## src/hw/rtl/jsu_pkg.sv

```systemverilog
`timescale 1ns / 1ps

package jsu_pkg;

    localparam int QUEUE_DEPTH = 4;
    localparam logic [15:0] CAP_RESET = 16'd256;

    localparam logic [7:0] CH_BSLASH = 8'h5c;
    localparam logic [7:0] CH_U      = 8'h75;

    // Results of one input item: up to four bytes, bytes[0] goes out first
    typedef struct packed {
        logic [3:0][7:0] bytes;
        logic [2:0]      count;
        logic            is_done;
        logic            decode_ok;
    } jsu_group_t;

    // {valid, nibble}
    function automatic logic [4:0] hex_value(input logic [7:0] b);
        logic [4:0] r;
        begin
            r = 5'd0;
            if (b >= 8'h30 && b <= 8'h39)
                r = {1'b1, 4'(b - 8'h30)};
            else if (b >= 8'h61 && b <= 8'h66)
                r = {1'b1, 4'(b - 8'h57)};
            else if (b >= 8'h41 && b <= 8'h46)
                r = {1'b1, 4'(b - 8'h37)};
            return r;
        end
    endfunction

    // {valid, byte}
    function automatic logic [8:0] simple_escape(input logic [7:0] b);
        logic [8:0] r;
        begin
            case (b)
                8'h22, 8'h5c, 8'h2f: r = {1'b1, b};
                8'h62:               r = {1'b1, 8'h08};
                8'h66:               r = {1'b1, 8'h0c};
                8'h6e:               r = {1'b1, 8'h0a};
                8'h72:               r = {1'b1, 8'h0d};
                8'h74:               r = {1'b1, 8'h09};
                default:             r = 9'd0;
            endcase
            return r;
        end
    endfunction

    function automatic jsu_group_t utf8_encode(input logic [20:0] cp);
        jsu_group_t g;
        begin
            g = '0;
            if (cp < 21'h80) begin
                g.count    = 3'd1;
                g.bytes[0] = cp[7:0];
            end else if (cp < 21'h800) begin
                g.count    = 3'd2;
                g.bytes[0] = {3'b110, cp[10:6]};
                g.bytes[1] = {2'b10, cp[5:0]};
            end else if (cp < 21'h10000) begin
                g.count    = 3'd3;
                g.bytes[0] = {4'b1110, cp[15:12]};
                g.bytes[1] = {2'b10, cp[11:6]};
                g.bytes[2] = {2'b10, cp[5:0]};
            end else begin
                g.count    = 3'd4;
                g.bytes[0] = {5'b11110, cp[20:18]};
                g.bytes[1] = {2'b10, cp[17:12]};
                g.bytes[2] = {2'b10, cp[11:6]};
                g.bytes[3] = {2'b10, cp[5:0]};
            end
            return g;
        end
    endfunction

endpackage

```

## src/hw/rtl/jsu_front.sv

```systemverilog
`timescale 1ns / 1ps

module jsu_front #(
    parameter int COUNT_WIDTH = 16
) (
    input  logic               clk,
    input  logic               rst_n,
    input  logic               cfg_valid,
    input  logic [15:0]        cfg_data,
    input  logic               in_valid,
    input  logic [7:0]         in_byte,
    input  logic               in_end,
    input  logic               q_full,
    output logic               in_ready,
    output logic               push,
    output jsu_pkg::jsu_group_t push_group
);
    import jsu_pkg::*;

    localparam int SUMW = ((COUNT_WIDTH > 16) ? COUNT_WIDTH : 16) + 2;
    localparam logic [SUMW-1:0] CAP_LIMIT = SUMW'(1) << COUNT_WIDTH;

    typedef enum logic [5:0] {
        PH_PLAIN    = 6'b000001,
        PH_ESC      = 6'b000010,
        PH_HEX_HIGH = 6'b000100,
        PH_WANT_BS  = 6'b001000,
        PH_WANT_U   = 6'b010000,
        PH_HEX_LOW  = 6'b100000
    } phase_t;

    phase_t                 phase_reg, phase_next;
    logic [1:0]             hexcnt_reg, hexcnt_next;
    logic [15:0]            high_reg, high_next;
    logic [15:0]            low_reg, low_next;
    logic [COUNT_WIDTH-1:0] wcount_reg, wcount_next;
    logic                   failed_reg, failed_next;
    logic [15:0]            cap_reg;

    logic                   accept;
    logic [4:0]             hexv;
    logic [8:0]             escv;
    logic [15:0]            unit_new;
    logic [20:0]            cp;
    logic                   cp_take;
    jsu_group_t             enc;
    jsu_group_t             grp;
    logic [SUMW-1:0]        cap_ext, cap_eff;
    logic [SUMW-1:0]        need;
    logic                   room;

    assign in_ready = !q_full;
    assign accept   = in_valid && in_ready;
    assign hexv     = hex_value(in_byte);
    assign escv     = simple_escape(in_byte);
    assign unit_new = (phase_reg == PH_HEX_LOW) ? {low_reg[11:0], hexv[3:0]}
                                                : {high_reg[11:0], hexv[3:0]};
    assign cp       = (phase_reg == PH_HEX_LOW)
                      ? 21'h10000 + {1'b0, high_reg[9:0], unit_new[9:0]}
                      : {5'd0, unit_new};
    assign enc      = utf8_encode(cp);

    assign cap_ext = SUMW'(cap_reg);
    assign cap_eff = (cap_ext > CAP_LIMIT) ? CAP_LIMIT : cap_ext;

    // bytes needed by whatever this item may emit
    always_comb
    begin
        if (phase_reg == PH_HEX_HIGH || phase_reg == PH_HEX_LOW)
            need = SUMW'(wcount_reg) + SUMW'(enc.count);
        else
            need = SUMW'(wcount_reg) + SUMW'(1);
    end
    assign room = need < cap_eff;

    always_comb
    begin
        phase_next  = phase_reg;
        hexcnt_next = hexcnt_reg;
        high_next   = high_reg;
        low_next    = low_reg;
        wcount_next = wcount_reg;
        failed_next = failed_reg;
        grp         = '0;
        cp_take     = 1'b0;

        if (in_end) begin
            grp.count     = 3'd1;
            grp.is_done   = 1'b1;
            grp.decode_ok = !failed_reg && (phase_reg == PH_PLAIN);
            phase_next    = PH_PLAIN;
            hexcnt_next   = 2'd0;
            high_next     = 16'd0;
            low_next      = 16'd0;
            wcount_next   = '0;
            failed_next   = 1'b0;
        end else if (!failed_reg) begin
            case (phase_reg)
                PH_PLAIN:
                begin
                    if (in_byte == CH_BSLASH)
                        phase_next = PH_ESC;
                    else if (room) begin
                        grp.count    = 3'd1;
                        grp.bytes[0] = in_byte;
                    end else
                        failed_next = 1'b1;
                end
                PH_ESC:
                begin
                    if (in_byte == CH_U) begin
                        phase_next  = PH_HEX_HIGH;
                        hexcnt_next = 2'd0;
                        high_next   = 16'd0;
                    end else if (!room || !escv[8]) begin
                        failed_next = 1'b1;
                        phase_next  = PH_PLAIN;
                    end else begin
                        grp.count    = 3'd1;
                        grp.bytes[0] = escv[7:0];
                        phase_next   = PH_PLAIN;
                    end
                end
                PH_HEX_HIGH:
                begin
                    if (!hexv[4]) begin
                        failed_next = 1'b1;
                        phase_next  = PH_PLAIN;
                        hexcnt_next = 2'd0;
                    end else begin
                        high_next   = unit_new;
                        hexcnt_next = hexcnt_reg + 2'd1;
                        if (hexcnt_reg == 2'd3) begin
                            if (unit_new inside {[16'hd800:16'hdbff]})
                                phase_next = PH_WANT_BS;
                            else if (unit_new inside {[16'hdc00:16'hdfff]}) begin
                                failed_next = 1'b1;
                                phase_next  = PH_PLAIN;
                            end else begin
                                phase_next = PH_PLAIN;
                                cp_take    = 1'b1;
                            end
                        end
                    end
                end
                PH_WANT_BS:
                begin
                    if (in_byte == CH_BSLASH)
                        phase_next = PH_WANT_U;
                    else begin
                        failed_next = 1'b1;
                        phase_next  = PH_PLAIN;
                        hexcnt_next = 2'd0;
                    end
                end
                PH_WANT_U:
                begin
                    if (in_byte == CH_U) begin
                        phase_next  = PH_HEX_LOW;
                        hexcnt_next = 2'd0;
                        low_next    = 16'd0;
                    end else begin
                        failed_next = 1'b1;
                        phase_next  = PH_PLAIN;
                        hexcnt_next = 2'd0;
                    end
                end
                PH_HEX_LOW:
                begin
                    if (!hexv[4]) begin
                        failed_next = 1'b1;
                        phase_next  = PH_PLAIN;
                        hexcnt_next = 2'd0;
                    end else begin
                        low_next    = unit_new;
                        hexcnt_next = hexcnt_reg + 2'd1;
                        if (hexcnt_reg == 2'd3) begin
                            phase_next = PH_PLAIN;
                            if (!(unit_new inside {[16'hdc00:16'hdfff]}) ||
                                !(high_reg inside {[16'hd800:16'hdbff]}))
                                failed_next = 1'b1;
                            else
                                cp_take = 1'b1;
                        end
                    end
                end
                default:
                begin
                    failed_next = 1'b1;
                    phase_next  = PH_PLAIN;
                    hexcnt_next = 2'd0;
                end
            endcase

            if (cp_take) begin
                if (room)
                    grp = enc;
                else
                    failed_next = 1'b1;
            end
            wcount_next = wcount_reg + COUNT_WIDTH'(grp.count);
        end
    end

    assign push       = accept && (grp.count != 3'd0);
    assign push_group = grp;

    always_ff @(posedge clk or negedge rst_n)
    begin
        if (!rst_n) begin
            phase_reg  <= PH_PLAIN;
            hexcnt_reg <= 2'd0;
            high_reg   <= 16'd0;
            low_reg    <= 16'd0;
            wcount_reg <= '0;
            failed_reg <= 1'b0;
            cap_reg    <= CAP_RESET;
        end else begin
            if (cfg_valid)
                cap_reg <= cfg_data;
            if (accept) begin
                phase_reg  <= phase_next;
                hexcnt_reg <= hexcnt_next;
                high_reg   <= high_next;
                low_reg    <= low_next;
                wcount_reg <= wcount_next;
                failed_reg <= failed_next;
            end
        end
    end

endmodule

```

## src/hw/rtl/jsu_queue.sv

```systemverilog
`timescale 1ns / 1ps

module jsu_queue (
    input  logic                clk,
    input  logic                rst_n,
    input  logic                push,
    input  jsu_pkg::jsu_group_t push_group,
    input  logic                pop,
    output logic                full,
    output logic                q_valid,
    output jsu_pkg::jsu_group_t q_group
);
    import jsu_pkg::*;

    localparam int PW = $clog2(QUEUE_DEPTH);
    localparam int CW = $clog2(QUEUE_DEPTH + 1);

    jsu_group_t    entry_reg [QUEUE_DEPTH];
    logic [PW-1:0] wr_ptr_reg, rd_ptr_reg;
    logic [CW-1:0] count_reg;
    logic          do_pop;

    assign full    = (count_reg == CW'(QUEUE_DEPTH));
    assign q_valid = (count_reg != '0);
    assign q_group = entry_reg[rd_ptr_reg];
    assign do_pop  = pop && q_valid;

    always_ff @(posedge clk)
    begin
        if (push)
            entry_reg[wr_ptr_reg] <= push_group;
    end

    always_ff @(posedge clk or negedge rst_n)
    begin
        if (!rst_n) begin
            wr_ptr_reg <= '0;
            rd_ptr_reg <= '0;
            count_reg  <= '0;
        end else begin
            if (push)
                wr_ptr_reg <= wr_ptr_reg + PW'(1);
            if (do_pop)
                rd_ptr_reg <= rd_ptr_reg + PW'(1);
            if (push && !do_pop)
                count_reg <= count_reg + CW'(1);
            else if (!push && do_pop)
                count_reg <= count_reg - CW'(1);
        end
    end

endmodule

```

## src/hw/rtl/jsu_back.sv

```systemverilog
`timescale 1ns / 1ps

module jsu_back (
    input  logic                clk,
    input  logic                rst_n,
    input  logic                q_valid,
    input  jsu_pkg::jsu_group_t q_group,
    output logic                pop,
    input  logic                out_ready,
    output logic                out_valid,
    output logic [7:0]          out_byte,
    output logic                out_done,
    output logic                out_ok,
    output logic                out_last
);
    import jsu_pkg::*;

    jsu_group_t cur_reg;
    logic       cur_valid_reg;
    logic [1:0] idx_reg;
    logic       oval_reg;
    logic [7:0] obyte_reg;
    logic       odone_reg, ook_reg, olast_reg;
    logic       out_free;
    logic       cur_last;
    logic       advance;

    assign out_free = !oval_reg || out_ready;
    assign cur_last = ({1'b0, idx_reg} == (cur_reg.count - 3'd1));
    assign advance  = out_free && cur_valid_reg;
    assign pop      = q_valid && (!cur_valid_reg || (advance && cur_last));

    assign out_valid = oval_reg;
    assign out_byte  = obyte_reg;
    assign out_done  = odone_reg;
    assign out_ok    = ook_reg;
    assign out_last  = olast_reg;

    always_ff @(posedge clk)
    begin
        if (pop)
            cur_reg <= q_group;
        if (advance) begin
            obyte_reg <= cur_reg.bytes[idx_reg];
            odone_reg <= cur_reg.is_done;
            ook_reg   <= cur_reg.decode_ok;
            olast_reg <= cur_last;
        end
    end

    always_ff @(posedge clk or negedge rst_n)
    begin
        if (!rst_n) begin
            cur_valid_reg <= 1'b0;
            idx_reg       <= 2'd0;
            oval_reg      <= 1'b0;
        end else begin
            if (out_free)
                oval_reg <= cur_valid_reg;
            if (pop) begin
                cur_valid_reg <= 1'b1;
                idx_reg       <= 2'd0;
            end else if (advance) begin
                if (cur_last)
                    cur_valid_reg <= 1'b0;
                else
                    idx_reg <= idx_reg + 2'd1;
            end
        end
    end

endmodule

```

## src/hw/rtl/json_string_unescape_utf8_top.sv

```systemverilog
`timescale 1ns / 1ps

// JSON string unescaper to UTF-8. Feed the raw bytes between the quotes, one
// per item, then an item with tlast high to close the string; that item gives
// one done item whose tuser carries the ok flag, and resets the decoder. The
// decoder takes one input item per cycle and files the bytes each item makes
// (zero to four) as one group in a four-entry queue; the output side sends one
// byte per cycle while m_tready is high, and input stalls only when the queue
// fills. Bytes pass through the queue, the current-group register and the
// output register. cfg_data sets the output capacity in bytes, one byte of it
// kept for a terminator that is never sent; write it only while idle.
module json_string_unescape_utf8_top #(
    parameter int COUNT_WIDTH = 16
) (
    input  logic        clk,
    input  logic        rst_n,
    input  logic        cfg_valid,
    output logic        cfg_ready,
    input  logic [15:0] cfg_data,      // out_capacity
    input  logic        s_tvalid,
    output logic        s_tready,
    input  logic [7:0]  s_tdata,       // data_byte
    input  logic        s_tlast,       // end_of_string
    output logic        m_tvalid,
    input  logic        m_tready,
    output logic [7:0]  m_tdata,       // out_byte
    output logic [1:0]  m_tuser,       // decode_ok, is_done
    output logic        m_tlast        // last_of_run
);
    import jsu_pkg::*;

    logic       push, pop, q_full, q_valid;
    jsu_group_t push_group, q_group;
    logic       out_done, out_ok;

    assign cfg_ready = 1'b1;
    assign m_tuser   = {out_ok, out_done};

    jsu_front #(
        .COUNT_WIDTH(COUNT_WIDTH)
    ) u_front (
        .clk        (clk),
        .rst_n      (rst_n),
        .cfg_valid  (cfg_valid),
        .cfg_data   (cfg_data),
        .in_valid   (s_tvalid),
        .in_byte    (s_tdata),
        .in_end     (s_tlast),
        .q_full     (q_full),
        .in_ready   (s_tready),
        .push       (push),
        .push_group (push_group)
    );

    jsu_queue u_queue (
        .clk        (clk),
        .rst_n      (rst_n),
        .push       (push),
        .push_group (push_group),
        .pop        (pop),
        .full       (q_full),
        .q_valid    (q_valid),
        .q_group    (q_group)
    );

    jsu_back u_back (
        .clk       (clk),
        .rst_n     (rst_n),
        .q_valid   (q_valid),
        .q_group   (q_group),
        .pop       (pop),
        .out_ready (m_tready),
        .out_valid (m_tvalid),
        .out_byte  (m_tdata),
        .out_done  (out_done),
        .out_ok    (out_ok),
        .out_last  (m_tlast)
    );

endmodule

```

## config.mk

```make
export PLATFORM = sky130hd
export DESIGN_NAME = json_string_unescape_utf8_top
export DESIGN_NICKNAME = d
export VERILOG_FILES = /design/src/hw/rtl/jsu_pkg.sv /design/src/hw/rtl/jsu_front.sv /design/src/hw/rtl/jsu_queue.sv /design/src/hw/rtl/jsu_back.sv /design/src/hw/rtl/json_string_unescape_utf8_top.sv
export SDC_FILE = /design/constraint.sdc
export NUM_CORES = 1
export LEC_CHECK = 0
export BUFFER_PORTS_ARGS = -buffer_cell sky130_fd_sc_hd__buf_2
export CAP_MARGIN = 20
export CORE_MARGIN = 2
export CORE_UTILIZATION = 45
export DETAILED_ROUTE_END_ITERATION = 16
export GPL_TIMING_DRIVEN = 0
export SKIP_LAST_GASP = 1
export SLEW_MARGIN = 10
export SYNTH_ARGS = -nofsm -noshare
export SYNTH_HDL_FRONTEND = slang
export SYNTH_SLANG_ARGS = --single-unit
```

## constraint.sdc

```tcl
create_clock -name clk -period 7.5 [get_ports clk]
set_input_delay 0 -clock clk [delete_from_list [all_inputs] [get_ports clk]]
set_output_delay 0 -clock clk [all_outputs]
set_load 0.02 [all_outputs]
```

* Word-level counts from Yosys, hierarchy flattened *
Memory sizes are Yosys's and may differ from the RTL's. A register that Yosys moved wholly into a read port is not among the register bits.
Index checks and enable logic that the tools add are counted.

cells by class
  $add $sub $neg = 14
  $lt $le $gt $ge = 18
  equality and inequality tests = 29
  muxes and demuxes = 94
  reduce and logical (&&, ||, !) cells = 46

operators with widths
  cell                                                        number
  2-to-1 mux 37 bit                                           5
  2-to-1 mux 16 bit                                           8
  == test 8 x 7 -> 1 bit (second input constant)              7
  2-to-1 mux 11 bit                                           5
  case mux 9 bit (6 select lines)                             1
  greater-or-equal comparator 16 bit (second input constant)  3
  <= comparator 16 bit (second input constant)                3
  2-to-1 mux 6 bit                                            8
  case mux 6 bit (6 select lines)                             1
  2-to-1 mux 32 bit                                           1
  case mux 16 bit (2 select lines)                            1
  2-to-1 mux 1 bit                                            31
  2-to-1 mux 25 bit                                           1
  2-to-1 mux 5 bit                                            5
  2-to-1 mux 12 bit                                           2
  2-to-1 mux 24 bit                                           1
  case mux 12 bit (2 select lines)                            1
  case mux 11 bit (2 select lines)                            1
  adder 17 x 20 -> 21 bit (first input constant)              1
  < comparator 21 x 12 -> 1 bit (second input constant)       1
  < comparator 21 x 17 -> 1 bit (second input constant)       1
  < comparator 21 x 8 -> 1 bit (second input constant)        1
  2-to-1 mux 21 bit                                           1
  AND reduction 5 bit                                         4
  48 further kinds                                            107

word-level totals
  bits in registers = 91
  RAM bits = 148
  output and inout port bits = 14
  logic and storage cells = 219
  memories kept = 1

memory list
  memory             depth  width  read ports  clocked after Yosys merged registers in  write ports  line             source
  u_queue.entry_reg  4      37     1           1                                        1            jsu_queue.sv:18  jsu_group_t entry_reg [QUEUE_DEPTH];

* Longest topological paths before layout *
  depth in word-level cells = 32
  depth in mapped cells = 35
  depth with buffers taken out = 32

* Modules after synthesis *
From an unflattened synthesis, not the netlist that was laid out.

second synthesis, totals
  cells, all modules = 1009
  area, all modules = 13394.1 um^2

modules (own cells, without submodules)
  module                         instances  cells an instance  area each (um^2)  sequential area each (um^2)
  jsu_queue                      1          227                5726.7            4619.4
  jsu_front                      1          689                5725.5            1729.2
  jsu_back                       1          89                 1915.6            1541.5
  json_string_unescape_utf8_top  1          4                  26.3              0.0

* Worst setup path after synthesis *
No wires, ideal clock.

  path type = flip-flop to flip-flop
  start point = register u_front.high_reg[6]
  end point = register u_front.wcount_reg[10]
  setup time = 0.078 ns
  arrival time = 6.512 ns
  required time = 7.422 ns
  path slack = 0.910 ns
  stages on the path, launching flop included = 35
  path buffers = 3
  cell sequence = dfrtp_1 buf_2 inv_1 ha_1 or3_1 o21ai_1 inv_1 or3_1 buf_6 nand3_1 inv_1 ha_1 a21o_1 a21oi_1 nor2_1 nand3_1 nor2_1 xor2_1 ha_1 nand4_1 nor3_1 a211oi_1 o311ai_0 clkbuf_1 nor2_2 a21boi_1 ha_1 inv_1 fa_1 nor2b_1 nor2_1 nor2_1 nand4_1 or3_1 a21oi_1

on the way
  longest elaborated chain between the ends = 21
  elaborated cells on any way between the ends = 48

ends and longest elaborated chain
  what                                                                 line                              source
  start: declaration                                                   jsu_front.sv:34                   logic [15:0] high_reg, high_next;
  start signal: assignment                                             jsu_front.sv:224                  high_reg <= high_next;
  adder 17 x 20 -> 21 bit / 2-to-1 mux 16 bit (equally long branches)  jsu_front.sv:59, jsu_front.sv:56
  2-to-1 mux 21 bit                                                    jsu_front.sv:59                   ? 21'h10000 + {1'b0, high_reg[9:0], unit_new[9:0]}
  < comparator 21 x 17 -> 1 bit                                        jsu_pkg.sv:62                     end else if (cp < 21'h10000) begin
  2-to-1 mux 25 bit                                                    jsu_pkg.sv:62
  2-to-1 mux 19 bit                                                    jsu_pkg.sv:58                     end else if (cp < 21'h800) begin
  2-to-1 mux 11 bit                                                    jsu_pkg.sv:55                     if (cp < 21'h80) begin
  adder 16 x 3 -> 17 bit                                               jsu_front.sv:70                   need = SUMW'(wcount_reg) + SUMW'(enc.count);
  2-to-1 mux 18 bit                                                    jsu_front.sv:69                   if (phase_reg == PH_HEX_HIGH || phase_reg == PH_HEX_LOW)
  [... 5 more ...]                                                     --
  case mux 11 bit (2 select lines)                                     jsu_front.sv:98                   case (phase_reg)
  2-to-1 mux 37 bit                                                    jsu_front.sv:196                  if (room)
  2-to-1 mux 37 bit *                                                  jsu_front.sv:195                  if (cp_take) begin
  2-to-1 mux 37 bit *                                                  jsu_front.sv:97                   end else if (!failed_reg) begin
  2-to-1 mux 37 bit *                                                  jsu_front.sv:87                   if (in_end) begin
  adder 16 x 3 -> 16 bit *                                             jsu_front.sv:201                  wcount_next = wcount_reg + COUNT_WIDTH'(grp.count);
  2-to-1 mux 16 bit *                                                  jsu_front.sv:97
  2-to-1 mux 16 bit *                                                  jsu_front.sv:87
  end signal: assignment                                               jsu_front.sv:226                  wcount_reg <= wcount_next;
  end: declaration                                                     jsu_front.sv:36                   logic [COUNT_WIDTH-1:0] wcount_reg, wcount_next;

Every way passes the cells marked *; elsewhere a longest branch is shown, timed or not. The select of a mux whose other input is x is not followed.
A chain may end at the register's enable or synchronous reset.

* Worst setup path after layout *
Ends and elaborated chain as after synthesis.

==> flow_results.org <==
** Run status
- The flow ran to the end, but the final reports show violations.
- The final reports fail on negative hold slack.

** Job
- Max-cap violations :: 0

** Worst setup path
- For this run, the slowest stage of the critical path takes 460 ps.
- In this run the worst path has a maximum fanout of 10.
- Data on the critical path is required at its endpoint by 7980 ps.
- For the worst setup path, the data arrival time is 7570 ps.
- STA classifies the critical path endpoint as a flop.
- The slowest stage of the critical path is the sky130_fd_sc_hd__or3_1 cell.
- The setup path with the least slack is of type reg -> reg.
- Startpoint type of the worst setup path :: flop
- Worst setup path start :: u_front.high_reg[6]$_DFFE_PN0P_
- In this run the critical register-to-register path is launched from u_front.high_reg[6]$_DFFE_PN0P_.

** Floorplan
- Number of cell rows :: 60
- Initial cell density of the core :: between 40 and 50%
- After floorplanning, the core was sized to cover 27,000 um2.
- The die covers roughly 29,000 um2.
- The die is 170 um wide.
- 44 I/O pins were placed.
- Measured along the y axis, the die boundary spans 170 um.

** Logic synthesis
- Post-synthesis register bit count :: approximately 260
- After synthesis, the mean cell area works out to 12.5 um2.
- Top_reg_cell synth :: sky130_fd_sc_hd__edfxtp_1
- In this run the cell area of the synthesized design comes to 12,400 um2.
- Yosys printed 0 warnings.
- By area the synthesized netlist is led by sky130_fd_sc_hd__edfxtp_1, sky130_fd_sc_hd__dfrtp_1, sky130_fd_sc_hd__mux4_2.
- The share of synthesized area in the top cell type comes to 42.6%.
- The cell count after synthesis came out at 993.
- Post-synthesis sequential area ratio :: 58.8%
- The number of nets handed over by synthesis was 1,061.
- For this run, asynchronously set or reset flops after synthesis account for 31.3%.
- The largest total area in the synthesized netlist belongs to sky130_fd_sc_hd__edfxtp_1.
- Number of unique standard cell types used by synthesis :: 82
- EDFF count, synth :: around 180

** STA
- Share of the cycle needed by the critical path after routing :: 94.6%
- At the pin with the least slew margin, the transition time is 922 ps.
- Setup slack of the critical path after layout :: between 400 and 500 ps
- The number of endpoints with negative hold slack in the final report is 1.
- Clock period minus worst slack :: 7090 ps
- For the final database, setup skew stands at between 20 and 25 ps.
- Highest clock frequency the design can meet :: 141 MHz
- Across all hold checks on the routed design, the worst slack comes to -1.37 ps.
- Total negative slack for setup checks :: 0 ps
- Max-slew headroom at the worst pin :: 38.5%
- The final-report max-slew violation count came to 0.
- Final setup viols :: 0

** Routing
- The count of nets left with antenna violations once routing finished came out at 0.
- In this run, the number of DRC markers left after iteration 0 of detailed routing was 575.
- The routed design has roughly 29 mm of wire.
- Remaining DRCs :: 0
- After detailed routing, the number of vias per cell comes to around 5.6.
- Dividing the detail-routed wire length by the instance count gives 19.8 um.
- The first TritonRoute pass finished after 7 iterations.
- The detailed router placed 8,326 vias in this run.

** Clocking
- Number of buffers on the longest clock path :: 3
- Clock H-tree levels :: 1
- Clock input transition at the sequential cells of the worst setup and hold paths :: 60 ps
- For this design, the sink count on the clock tree is 256.
- Clock root cell :: sky130_fd_sc_hd__clkbuf_16
- The number of clock buffers added by TritonCTS is 28.
- Clk Latency, worst-skew pair :: ~560 ps
- TritonCTS built the clock tree.

** GRT
- Total routing usage reported by global routing :: 21.0%
- The first global-routing pass estimated 46.9 mm of wire.
- The initial antenna violation count is 0.
- Vias in the first global route :: 8,349
- For this run the aggregate overflow at the end of global routing stands at 0.
- Entering global routing, the biggest net connects 42 pins.

** Placement
- At the end of routability-driven placement, the weighted congestion stood at 0.933.
- In this run the cell area measured after placement is 13,200 um2.
- The count of buffers added on input and output ports is just over 40.
- HPWL reported at the end of detailed placement :: 20.5 mm
- OpenSTA, run right after detailed placement, puts the worst setup slack at -720 ps.

** Min path
- In this run the worst hold path is classified as in -> async.

** Finish
- The repair_antennas step left the layout with diodes totalling 0.
- Fill cell total of the finished layout :: 2,311
- The finished cells cover approximately 15,000 um2.
- The multi-input combinational cells in the finished layout cover a total of 4760 um2.
- Number of flip-flops under the largest register name :: 132
- In the final layout, flip-flops and latches occupy about 7300 um2.
- Fraction of layout cells with a size suffix above 1 :: 17.9%
- At the end of the flow, the number of nets in the layout was between 1,000 and 1,500.
- Synth-to-layout area growth :: 17.8%

** Pwr
- Summed over all cells, the static leakage comes to 5.55 nW.
- Power Density :: between 200 and 300 nW/um2
- IR drop worst, VDD :: 0.186 mV
Yosys cell counts, types with 6 or more instances:
master / count
sky130_fd_sc_hd__a21oi_1: 48
sky130_fd_sc_hd__o21ai_0: 59
sky130_fd_sc_hd__and3_1: 7
sky130_fd_sc_hd__edfxtp_1: 176
sky130_fd_sc_hd__mux2i_1: 12
sky130_fd_sc_hd__nand2_1: 97
sky130_fd_sc_hd__nand4_1: 8
sky130_fd_sc_hd__dfrtp_1: 78
sky130_fd_sc_hd__a31oi_1: 7
sky130_fd_sc_hd__nor3_1: 18
sky130_fd_sc_hd__xnor2_1: 16
sky130_fd_sc_hd__clkbuf_1: 31
sky130_fd_sc_hd__buf_4: 6
sky130_fd_sc_hd__nor2_1: 79
sky130_fd_sc_hd__inv_1: 57
sky130_fd_sc_hd__and2_1: 9
sky130_fd_sc_hd__nand2b_1: 6
sky130_fd_sc_hd__o41ai_1: 11
sky130_fd_sc_hd__nand3_1: 23
sky130_fd_sc_hd__buf_2: 11
sky130_fd_sc_hd__mux2_2: 11
sky130_fd_sc_hd__xor2_1: 21
sky130_fd_sc_hd__a211oi_1: 9
sky130_fd_sc_hd__nor2b_1: 6
sky130_fd_sc_hd__a22oi_1: 6
sky130_fd_sc_hd__ha_1: 35
sky130_fd_sc_hd__mux4_2: 40
what timing repair did:
item / 4_1_cts / 5_1_grt
hold buffers: 39 / 0
endpoints found under the setup margin: 12 / 11
endpoints found under the hold margin: 108 / 0
gates resized for setup: 8 / 22
pin swaps: 1 / 5
setup buffers: 2 / 0
metal layers:
metal | wire, um | global-route usage, % | share of wire [%]
met5 | 0 | 0 | 0
met4 | 838 | 5.95 | 2.9
met3 | 1430 | 3.12 | 4.9
met2 | 13900 | 34.4 | 47
met1 | 13100 | 29.3 | 45
worst paths after layout:
check	to	slack [ps]	cells past startpoint
worst max-delay path	u_front.wcount_reg[10]$_DFFE_PN0P_	410	33
worst min-delay path	u_queue.wr_ptr_reg[1]$_DFFE_PN0P_	-1	2
worst max register to register	u_front.wcount_reg[10]$_DFFE_PN0P_	410	33
worst min register to register	u_back.out_ok$_DFFE_PP_	420	0
max in group asynchronous	u_front.low_reg[11]$_DFFE_PN0P_	6860	3
min in group clk	u_front.cap_reg[10]$_DFFE_PN0P_	30	3
report_power, final:
group	switching, mW	internal, mW
clock	0.564	0.792
combinational	0.619	0.467
sequential	0.0795	1.82
total	1.26	3.08
stage by stage:
stage          instances  hold slack (ps)  util, %  total power, mW
6_report            1474            -1.37     54.0             4.34
5_1_grt             1474             45.8     54.0             4.57
4_1_cts             1474            0.288     53.7             4.38
3_5_place_dp        1381             51.7     48.7             3.01
3_3_place_gp        1375              209     48.2             2.95
2_1_floorplan        993             -296        -             2.66
placed cells by master, fill, tap and decap left out, types with 8 or more instances in the layout:
| cell type | n |
|---|---|
| sky130_fd_sc_hd__inv_1 | 57 |
| sky130_fd_sc_hd__nand3_1 | 21 |
| sky130_fd_sc_hd__nand2_1 | 97 |
| sky130_fd_sc_hd__xnor2_1 | 16 |
| sky130_fd_sc_hd__clkbuf_16 | 28 |
| sky130_fd_sc_hd__a21oi_1 | 47 |
| sky130_fd_sc_hd__ha_1 | 35 |
| sky130_fd_sc_hd__xor2_1 | 21 |
| sky130_fd_sc_hd__mux4_2 | 40 |
| sky130_fd_sc_hd__mux2i_1 | 12 |
| sky130_fd_sc_hd__o41ai_1 | 11 |
| sky130_fd_sc_hd__edfxtp_1 | 176 |
| sky130_fd_sc_hd__clkbuf_1 | 35 |
| sky130_fd_sc_hd__buf_2 | 50 |
| sky130_fd_sc_hd__nor2_1 | 76 |
| sky130_fd_sc_hd__nor3_1 | 15 |
| sky130_fd_sc_hd__buf_4 | 9 |
| sky130_fd_sc_hd__a211oi_1 | 8 |
| sky130_fd_sc_hd__nand4_1 | 8 |
| sky130_fd_sc_hd__dfrtp_1 | 78 |
| sky130_fd_sc_hd__o21ai_0 | 58 |
| sky130_fd_sc_hd__dlygate4sd3_1 | 39 |
| sky130_fd_sc_hd__mux2_2 | 11 |
worst max-delay path, delay by kind of cell, from the launching register on:
family	cells	cell delay (ps)
DFF	1	340
xor gates and xnor gates	1	240
and+or+nand+nor	15	3030
adders and majority gates	4	1350
buffers and inverters	7	970
AOI/OAI and AO/OA	6	1080
area by class of cell:
class,count,share of cell area [%]
buffer,53,1.74
clock buffer,34,4.95
clock inverter,18,1.29
inverter,57,1.46
multi-input combinational,627,32.6
sequential,256,49.9
tap,341,2.92
timing repair buffer,88,5.12
logic make-up (layout without fill, tap and decap cells):
group	Yosys count	after routing	share of synthesized area (%)
and+or+nand+nor	290	290	11.2
DFF	256	256	58.8
AOI/OAI and AO/OA	197	197	10.3
buffers and inverters	110	250	3.68
muxes	64	64	9.32
adders and majority gates	38	38	4.02
xor gates and xnor gates	37	37	2.61
other	1	1	0.0302
Note: power is estimated with default switching activity, not from simulation.
